<file path="src/hdl/sha1md_pkg.sv">
// Shared types and constants of the SHA-1 message digest block.
package sha1md_pkg;

    // Working variables of the compression rounds.
    typedef struct packed {
        logic [31:0] a;
        logic [31:0] b;
        logic [31:0] c;
        logic [31:0] d;
        logic [31:0] e;
    } t_vars;

    localparam int unsigned CHAIN_WORDS = 5;
    localparam int unsigned BLOCK_WORDS = 16;

    localparam logic [6:0] LAST_ROUND = 7'd79;
    localparam logic [6:0] SCHED_LOAD_ROUNDS = 7'd16;

    localparam logic [7:0] PAD_MARK = 8'h80;
    localparam logic [5:0] LEN_POS = 6'd56;
    localparam logic [5:0] LAST_POS = 6'd63;

    localparam logic [31:0] K_00_19 = 32'h5A827999;
    localparam logic [31:0] K_20_39 = 32'h6ED9EBA1;
    localparam logic [31:0] K_40_59 = 32'h8F1BBCDC;
    localparam logic [31:0] K_60_79 = 32'hCA62C1D6;

    localparam logic [31:0] INIT_H [CHAIN_WORDS] = '{
        32'h67452301, 32'hEFCDAB89, 32'h98BADCFE, 32'h10325476, 32'hC3D2E1F0
    };

    function automatic logic [31:0] rotl1(input logic [31:0] x);
        return {x[30:0], x[31]};
    endfunction

endpackage

</file>
<file path="src/hdl/sha1md_round.sv">
// One SHA-1 compression round: round function, constant select and the five-way add.
module sha1md_round (
    input  sha1md_pkg::t_vars i_vars,
    input  logic [31:0]       i_w,
    input  logic [6:0]        i_rnd,
    output sha1md_pkg::t_vars o_vars
);
    import sha1md_pkg::*;

    logic [31:0] f;
    logic [31:0] k;

    always_comb begin
        if (i_rnd < 7'd20) begin
            f = (i_vars.b & i_vars.c) | (~i_vars.b & i_vars.d);
            k = K_00_19;
        end else if (i_rnd < 7'd40) begin
            f = i_vars.b ^ i_vars.c ^ i_vars.d;
            k = K_20_39;
        end else if (i_rnd < 7'd60) begin
            f = (i_vars.b & i_vars.c) | (i_vars.b & i_vars.d) | (i_vars.c & i_vars.d);
            k = K_40_59;
        end else begin
            f = i_vars.b ^ i_vars.c ^ i_vars.d;
            k = K_60_79;
        end
    end

    always_comb begin
        o_vars.a = {i_vars.a[26:0], i_vars.a[31:27]} + f + i_vars.e + k + i_w;
        o_vars.b = i_vars.a;
        o_vars.c = {i_vars.b[1:0], i_vars.b[31:2]};
        o_vars.d = i_vars.c;
        o_vars.e = i_vars.d;
    end

endmodule

</file>
<file path="src/hdl/sha1_message_digest_top.sv">
// Top level of the SHA-1 message digest block: byte packing, padding, sequencing and memories.
//
//  Channel   | Direction | tdata             | tuser          | tlast
//  ----------+-----------+-------------------+----------------+---------------
//  s_axis    | in        | [7:0] data_byte   | [0] byte_pres. | end_of_message
//  m_axis    | out       | [31:0] digest_w.  | [2:0] word_idx | last_word
//
// A message byte is taken while the block is idle. The 64th byte of a
// block starts a compression: the chaining words are loaded from the chain
// memory, the 80 rounds run, and the read-add-write back follows.
// The chain memory port is the shared resource that sets the load and write-back time.
// An end-of-message request is followed by the padding bytes, one per cycle (up to 72)
// outside a compression, one or two compressions, the digest word reads and the pass
// restoring the initial chaining values. Input is not taken during any of this.
// After reset the same pass writes the initial chaining values before the
// first request is taken. A stalled output holds the next digest word back; the
// last word may wait in the output register while a new message is already loading.
module sha1_message_digest_top (
    input  logic        i_clk,
    input  logic        i_rst_n,

    input  logic        s_axis_tvalid,
    output logic        s_axis_tready,
    input  logic [7:0]  s_axis_tdata,   // [7:0] data_byte
    input  logic        s_axis_tuser,   // [0] byte_present
    input  logic        s_axis_tlast,   // end_of_message

    output logic        m_axis_tvalid,
    input  logic        m_axis_tready,
    output logic [31:0] m_axis_tdata,   // [31:0] digest_word
    output logic [2:0]  m_axis_tuser,   // [2:0] word_index
    output logic        m_axis_tlast    // last_word
);
    import sha1md_pkg::*;

    typedef enum logic [7:0] {
        S_INIT = 8'b0000_0001,  // write initial chaining values
        S_IDLE = 8'b0000_0010,  // take message bytes
        S_PAD  = 8'b0000_0100,  // append padding and length bytes
        S_CLD  = 8'b0000_1000,  // load working variables from chain memory
        S_RND  = 8'b0001_0000,  // 80 compression rounds
        S_CWB  = 8'b0010_0000,  // add working variables into chain memory
        S_ORD  = 8'b0100_0000,  // read one digest word
        S_OWR  = 8'b1000_0000   // place the digest word in the output register
    } t_state;

    t_state r_state, n_state;

    // Block buffer and chaining words live in two small synchronous memories.
    logic [31:0] r_blk_mem [BLOCK_WORDS];
    logic [31:0] r_chain_mem [CHAIN_WORDS];
    logic [31:0] r_blk_rd;
    logic [31:0] r_chain_rd;

    logic        blk_we;
    logic [3:0]  blk_waddr;
    logic [31:0] blk_wdata;
    logic        blk_re;
    logic [3:0]  blk_raddr;

    logic        chain_we;
    logic [2:0]  chain_waddr;
    logic [31:0] chain_wdata;
    logic        chain_re;
    logic [2:0]  chain_raddr;

    // Sequencing and message state.
    logic [2:0]  r_cnt, n_cnt;
    logic [6:0]  r_rnd, n_rnd;
    logic [5:0]  r_fill, n_fill;
    logic [63:0] r_bits, n_bits;
    logic        r_end, n_end;
    logic        r_mark, n_mark;
    logic        r_lenph, n_lenph;

    // Datapath registers.
    logic [23:0] r_part, n_part;
    t_vars       r_vars, n_vars;
    logic [31:0] r_w [BLOCK_WORDS];
    logic        sched_shift;
    logic [31:0] w_t;
    t_vars       round_vars;

    // Output register.
    logic        r_out_valid;
    logic [31:0] r_out_data;
    logic [2:0]  r_out_index;
    logic        r_out_last;
    logic        out_load;

    // Byte path shared by message bytes and padding.
    logic        put_en;
    logic [7:0]  put_byte;
    logic        len_now;
    logic [7:0]  len_byte;
    logic        in_accept;

    assign in_accept     = s_axis_tvalid && s_axis_tready;
    assign s_axis_tready = (r_state == S_IDLE);

    // Length bytes go out most significant first, at buffer positions 56 to 63.
    assign len_now  = r_lenph || (r_mark && (r_fill == LEN_POS));
    assign len_byte = r_bits[{~r_fill[2:0], 3'b000} +: 8];

    assign w_t = (r_rnd < SCHED_LOAD_ROUNDS) ? r_blk_rd
               : rotl1(r_w[13] ^ r_w[8] ^ r_w[2] ^ r_w[0]);

    sha1md_round u_round (
        .i_vars (r_vars),
        .i_w    (w_t),
        .i_rnd  (r_rnd),
        .o_vars (round_vars)
    );

    always_comb begin
        n_state     = r_state;
        n_cnt       = r_cnt;
        n_rnd       = r_rnd;
        n_fill      = r_fill;
        n_bits      = r_bits;
        n_end       = r_end;
        n_mark      = r_mark;
        n_lenph     = r_lenph;
        n_part      = r_part;
        n_vars      = r_vars;
        sched_shift = 1'b0;
        out_load    = 1'b0;
        put_en      = 1'b0;
        put_byte    = s_axis_tdata;
        blk_we      = 1'b0;
        blk_waddr   = r_fill[5:2];
        blk_wdata   = {r_part, put_byte};
        blk_re      = 1'b0;
        blk_raddr   = r_rnd[3:0] + 4'd1;
        chain_we    = 1'b0;
        chain_waddr = r_cnt;
        chain_wdata = INIT_H[r_cnt];
        chain_re    = 1'b0;
        chain_raddr = r_cnt;

        case (r_state)
            S_INIT: begin
                chain_we = 1'b1;
                n_cnt    = r_cnt + 3'd1;
                n_bits   = '0;
                n_fill   = '0;
                n_end    = 1'b0;
                n_mark   = 1'b0;
                n_lenph  = 1'b0;
                if (r_cnt == 3'd4) begin
                    n_cnt   = '0;
                    n_state = S_IDLE;
                end
            end
            S_IDLE: begin
                if (in_accept) begin
                    put_en = s_axis_tuser;
                    n_end  = s_axis_tlast;
                    if (s_axis_tuser) begin
                        n_bits = r_bits + 64'd8;
                    end
                    if (s_axis_tlast) begin
                        n_state = S_PAD;
                    end
                end
            end
            S_PAD: begin
                put_en = 1'b1;
                if (!r_mark) begin
                    put_byte = PAD_MARK;
                end else if (len_now) begin
                    put_byte = len_byte;
                end else begin
                    put_byte = 8'h00;
                end
                n_mark  = 1'b1;
                n_lenph = len_now;
            end
            S_CLD: begin
                chain_re = (r_cnt != 3'd5);
                if (r_cnt != 3'd0) begin
                    n_vars = '{a: r_vars.b, b: r_vars.c, c: r_vars.d, d: r_vars.e,
                               e: r_chain_rd};
                end
                n_cnt = r_cnt + 3'd1;
                if (r_cnt == 3'd5) begin
                    blk_re    = 1'b1;
                    blk_raddr = '0;
                    n_cnt     = '0;
                    n_rnd     = '0;
                    n_state   = S_RND;
                end
            end
            S_RND: begin
                blk_re      = 1'b1;
                sched_shift = 1'b1;
                n_vars      = round_vars;
                n_rnd       = r_rnd + 7'd1;
                if (r_rnd == LAST_ROUND) begin
                    n_cnt   = '0;
                    n_state = S_CWB;
                end
            end
            S_CWB: begin
                chain_re = (r_cnt != 3'd5);
                if (r_cnt != 3'd0) begin
                    chain_we    = 1'b1;
                    chain_waddr = r_cnt - 3'd1;
                    chain_wdata = r_chain_rd + r_vars.a;
                    n_vars      = '{a: r_vars.b, b: r_vars.c, c: r_vars.d, d: r_vars.e,
                                    e: r_vars.a};
                end
                n_cnt = r_cnt + 3'd1;
                if (r_cnt == 3'd5) begin
                    n_cnt = '0;
                    if (!r_end) begin
                        n_state = S_IDLE;
                    end else if (r_lenph) begin
                        n_state = S_ORD;
                    end else begin
                        n_state = S_PAD;
                    end
                end
            end
            S_ORD: begin
                // Wait for a free output register so the read data has a place to go.
                if (!r_out_valid) begin
                    chain_re = 1'b1;
                    n_state  = S_OWR;
                end
            end
            S_OWR: begin
                out_load = 1'b1;
                n_cnt    = r_cnt + 3'd1;
                if (r_cnt == 3'd4) begin
                    n_cnt   = '0;
                    n_state = S_INIT;
                end else begin
                    n_state = S_ORD;
                end
            end
            default: begin
                n_state = S_INIT;
                n_cnt   = '0;
            end
        endcase

        // Bytes are gathered into a word; the fourth byte writes the word to the buffer.
        if (put_en) begin
            blk_wdata = {r_part, put_byte};
            if (r_fill[1:0] == 2'd3) begin
                blk_we = 1'b1;
            end else begin
                n_part = {r_part[15:0], put_byte};
            end
            n_fill = r_fill + 6'd1;
            if (r_fill == LAST_POS) begin
                n_cnt   = '0;
                n_state = S_CLD;
            end
        end
    end

    always_ff @(posedge i_clk) begin
        if (!i_rst_n) begin
            r_state     <= S_INIT;
            r_cnt       <= '0;
            r_rnd       <= '0;
            r_fill      <= '0;
            r_bits      <= '0;
            r_end       <= 1'b0;
            r_mark      <= 1'b0;
            r_lenph     <= 1'b0;
            r_out_valid <= 1'b0;
        end else begin
            r_state <= n_state;
            r_cnt   <= n_cnt;
            r_rnd   <= n_rnd;
            r_fill  <= n_fill;
            r_bits  <= n_bits;
            r_end   <= n_end;
            r_mark  <= n_mark;
            r_lenph <= n_lenph;
            if (out_load) begin
                r_out_valid <= 1'b1;
            end else if (m_axis_tready) begin
                r_out_valid <= 1'b0;
            end
        end
    end

    always_ff @(posedge i_clk) begin
        r_part <= n_part;
        r_vars <= n_vars;
        if (sched_shift) begin
            for (int i = 0; i < BLOCK_WORDS - 1; i++) begin
                r_w[i] <= r_w[i + 1];
            end
            r_w[BLOCK_WORDS - 1] <= w_t;
        end
        if (out_load) begin
            r_out_data  <= r_chain_rd;
            r_out_index <= r_cnt;
            r_out_last  <= (r_cnt == 3'd4);
        end
    end

    always_ff @(posedge i_clk) begin
        if (blk_we) begin
            r_blk_mem[blk_waddr] <= blk_wdata;
        end
        if (blk_re) begin
            r_blk_rd <= r_blk_mem[blk_raddr];
        end
    end

    always_ff @(posedge i_clk) begin
        if (chain_we) begin
            r_chain_mem[chain_waddr] <= chain_wdata;
        end
        if (chain_re) begin
            r_chain_rd <= r_chain_mem[chain_raddr];
        end
    end

    assign m_axis_tvalid = r_out_valid;
    assign m_axis_tdata  = r_out_data;
    assign m_axis_tuser  = r_out_index;
    assign m_axis_tlast  = r_out_last;

endmodule

</file>
<file path="config.mk">
export PLATFORM = sky130hd
export DESIGN_NAME = sha1_message_digest_top
export DESIGN_NICKNAME = d
export VERILOG_FILES = /design/src/hdl/sha1md_pkg.sv /design/src/hdl/sha1md_round.sv /design/src/hdl/sha1_message_digest_top.sv
export SDC_FILE = /design/constraint.sdc
export NUM_CORES = 2
export LEC_CHECK = 0
export BUFFER_PORTS_ARGS = -buffer_cell sky130_fd_sc_hd__clkbuf_2
export CAP_MARGIN = 5
export CORE_AREA = 2 2 351 353
export CTS_BUF_LIST = sky130_fd_sc_hd__clkbuf_2 sky130_fd_sc_hd__clkbuf_4 sky130_fd_sc_hd__clkbuf_8
export CTS_CLUSTER_DIAMETER = 30
export DETAILED_ROUTE_END_ITERATION = 16
export DIE_AREA = 0 0 353 355
export GPL_ROUTABILITY_DRIVEN = 0
export GPL_TIMING_DRIVEN = 0
export HOLD_SLACK_MARGIN = 0.08
export PLACE_DENSITY = 0.7
export SETUP_SLACK_MARGIN = 0.1
export SYNTH_ARGS = -nofsm -noshare
export SYNTH_HDL_FRONTEND = slang
export SYNTH_SLANG_ARGS = --single-unit
</file>
<file path="constraint.sdc">
create_clock -name i_clk -period 22.5 [get_ports i_clk]
set_clock_uncertainty 0.15 [all_clocks]
set_input_delay 4.5 -clock i_clk [delete_from_list [all_inputs] [get_ports i_clk]]
set_output_delay 4.5 -clock i_clk [all_outputs]
set_load 0.01 [all_outputs]
</file>
==> impl_results.md <==
* Status: completed
* Pwr dens at 87.80 nW/um^2
* TritonCTS buffer count at 319
* DR vias/cell at 5.863
* Post-CTS Setup Bufs at 0
* Largest net degree at the start of global routing at 75
* Clk Tree Root Cell: clkbuf_8
* Seq. cell area at 45860 sq um
* Flop2flop setup slack at 14390 ps
* Resized Gates After CTS at 0
* Register bit total from synthesis at 1557
* TritonCTS clock tree: done
* Internal Power at 0.005232 W
* Seq/Total Area, Yosys at 69.25%
* Synth warn at 0
* Die Ht at 355 microns
* Post-synthesis cell count at 4638
* Leakage at 26.45 nW
* CP max FO at 10
* DP Wirelength at 113100 microns
* Most frequent cell after synthesis: edfxtp_1
* Core area at 121400 sq um
* Clock buffer depth at 4
* Die footprint at 125300 sq um
* Top cells by area, synth: edfxtp_1, fa_1, nand2_1
* Startpoint class of the critical path: flop
* Initial drt markers at 4965
* Drt total wl at 163900 microns
* Share of the synthesized area in the top cell type at 66.56%
* DRC errors left at 0
* Synth Cell Area at 66230 sq um
* Clock slew at reported path FFs at 60 ps
* Sw power at 0.001476 W
* WP data arrival at 8680 ps
* Clock power share at 45.1%
* Worst path required time at 23060 ps
* Max-slew violation count at 0
* Footprint of the multi-input gates at 18640 sq um
* Post-cts hold buffer count at 0
* Detail-routed net length per standard cell at 23.62 microns
* Worst VDD drop at 0.00009041 V
* Wire length of the first global-routing pass at 244600 microns
* Net Count, Synth at 4849
* Tmin final at 8113 ps
* Worst Setup End Kind: flop
* Final hold vios at 0
* Buf/Inv on CP at 5
* Synth cell count leaders: edfxtp_1, nand2_1, nor2_1, inv_1, o21ai_0
* Synth Area per Inst at 14.28 sq um
* Max_slew headroom at 20.36%
* DRT antenna net count at 0
* Global route overflow at 0
* Total track usage at 26.02%
* # H-tree levels at 5
* Largest area contributor in the synthesized netlist: edfxtp_1
* Dominant synthesized flop cell: edfxtp_1
* Row count at 128
* Crit-path cells: clkbuf_1 -> a41oi_1 -> nand2_1 -> inv_2 -> clkbuf_1 -> a222oi_1 -> fa_1 -> fa_1 -> inv_1 -> ha_1 -> inv_1 -> fa_1 -> nand2b_1 -> a211oi_1 -> o21a_1 -> o21ai_0 -> a21oi_1 -> a31oi_1 -> xor2_1 -> o21ai_0
* Achievable frequency at 0.1233 GHz
* EDFF count, synth at 1468
* Pre-antenna DRT Iters at 7
* Most used cell along the critical path: fa_1
* Fraction of layout cells with a size suffix above 1 at 15.70%
* Initial antenna violation count at 6
* Max-cap violation count at 0
* Area added between synthesis and finish at 15.37%
* Asr flop ratio synth at 0%
* Vias in the first global route at 40380
* Clk sink count at 1557
* Sw frac at 22.01%
* CP peak stage delay at 770 ps
* Worst hold path type: flop to flop
* Final period util at 36.06%
* Crit path max-delay cell type: clkbuf_1
* Fill cells at 8861
* Cell variety after synth at 79
* Gate power share at 5.3%
* Total I/O pin count at 52
* PortBufs at 51
* Tot Pwr at 0.006708 W
* CP Class: flop to flop
* Sequential Power Share at 49.5%
* Width of the die at 353 microns
* Nets at 5288
* Delay-heaviest family, CP: compound AO/OA/AOI/OAI gates
* Worst skew pair latency at 990 ps
* Slew @ Worst Pin at 1185 ps
* Starting density of the core at 54.55%
* Unrepaired setup endpoints after global routing: no
* Setup-failing EPs final at 0
* WHS at 229.4 ps
* Vias at 40680
[state kept, by name, summed over array words and instances, names as in the netlist, 7 cells and up]
name / count
r_blk_mem: 512
r_w: 512
r_chain_mem: 160
r_vars: 160
r_bits: 61
m_axis_tdata: 32
r_blk_rd: 32
r_chain_rd: 32
r_part: 24
r_state: 8
r_rnd: 7
[cell families (layout without fill, tap and decap cells)]
family	count (synthesis)	in the layout	share of synthesized area, %
and+or+nand+nor	1234	1234	8.500
xor gates and xnor gates	209	209	2.764
buffers and inverters	481	1155	2.872
DFF	1557	1557	69.25
AOI/OAI and AO/OA	815	815	7.890
other	0	2	0
muxes	145	145	3.720
adders and majority gates	197	197	5.003
[cells in the final DEF, fill, tap and decap left out, types with 29 or more instances in the layout]
cell        synthesis  routed
a211oi_1           70      70
a21oi_1           174     173
a22oi_1            34      34
a31oi_1            76      76
and2_1             65      65
buf_2              27      30
bufinv_16           0      29
clkbuf_1          169     167
clkbuf_2            2      54
clkbuf_4            0      51
clkbuf_8            0     329
clkinv_1            2      51
clkinv_2            0      49
clkinvlp_4          0      30
dfxtp_1            89      89
edfxtp_1         1468    1468
fa_1              113     113
ha_1               84      84
inv_1             257     257
mux2_2             39      39
mux2i_1            29      29
mux4_2             77      77
nand2_1           571     570
nand2b_1           76      76
nand3_1            55      55
nor2_1            278     263
o21ai_0           218     213
o21ai_1            40      44
o311ai_0           64      64
xnor2_1           143     143
xor2_1             66      66
[worst paths after layout]
check | to | from | depth (start not counted)
worst max-delay path | r_vars[153] | r_rnd[3] | 20
worst min-delay path | r_w[1][222] | r_w[1][254] | 0
worst max register to register | r_vars[153] | r_rnd[3] | 20
worst min register to register | r_w[1][222] | r_w[1][254] | 0
[power by group through the flow]
| stage | registers, W | logic, W | clock network [W] |
|---|---|---|---|
| after CTS | 0.00332 | 0.000359 | 0.00307 |
| after global routing | 0.00333 | 0.000386 | 0.00321 |
| final | 0.00332 | 0.000358 | 0.00303 |
| after global placement | 0.00338 | 0.000319 | 0 |
| after floorplan | 0.00337 | 0.000231 | 0 |
| after detailed placement | 0.00338 | 0.000357 | 0 |
[cell type report]
cell class | count | area share, %
Sequential cell | 1557 | 60.02
Multi-Input combinational cell | 2600 | 24.39
Clock buffer | 379 | 6.417
Tap cell | 1625 | 2.661
Clock inverter | 177 | 2.235
Timing Repair Buffer | 118 | 1.765
Inverter | 260 | 1.277
Buffer | 221 | 1.218
Antenna cell | 2 | 0.006550
[through the flow]
step / area (sq um) / instances / setup slack, ps / util (%) / setup TNS, ps
2_1_floorplan: 66230 / 4638 / 5676 / - / 0
3_3_place_gp: 68520 / 6314 / -165.3 / 56.44 / -165.3
3_5_place_dp: 69790 / 6381 / 14810 / 57.49 / 0
4_1_cts: 76400 / 6937 / 14740 / 62.94 / 0
5_1_grt: 76410 / 6939 / 14300 / 62.94 / 0
6_report: 76410 / 6939 / 14390 / 62.94 / 0
[metal layers]
layer	vias up	global-route usage [%]	share of wire [%]
met5	-	0	0.026
met4	6	11.94	4.2
met3	434	7.241	11
met2	2167	39.58	45
met1	19980	35.19	40
li1	18100	-	-
(Power assumes the default switching activity.)
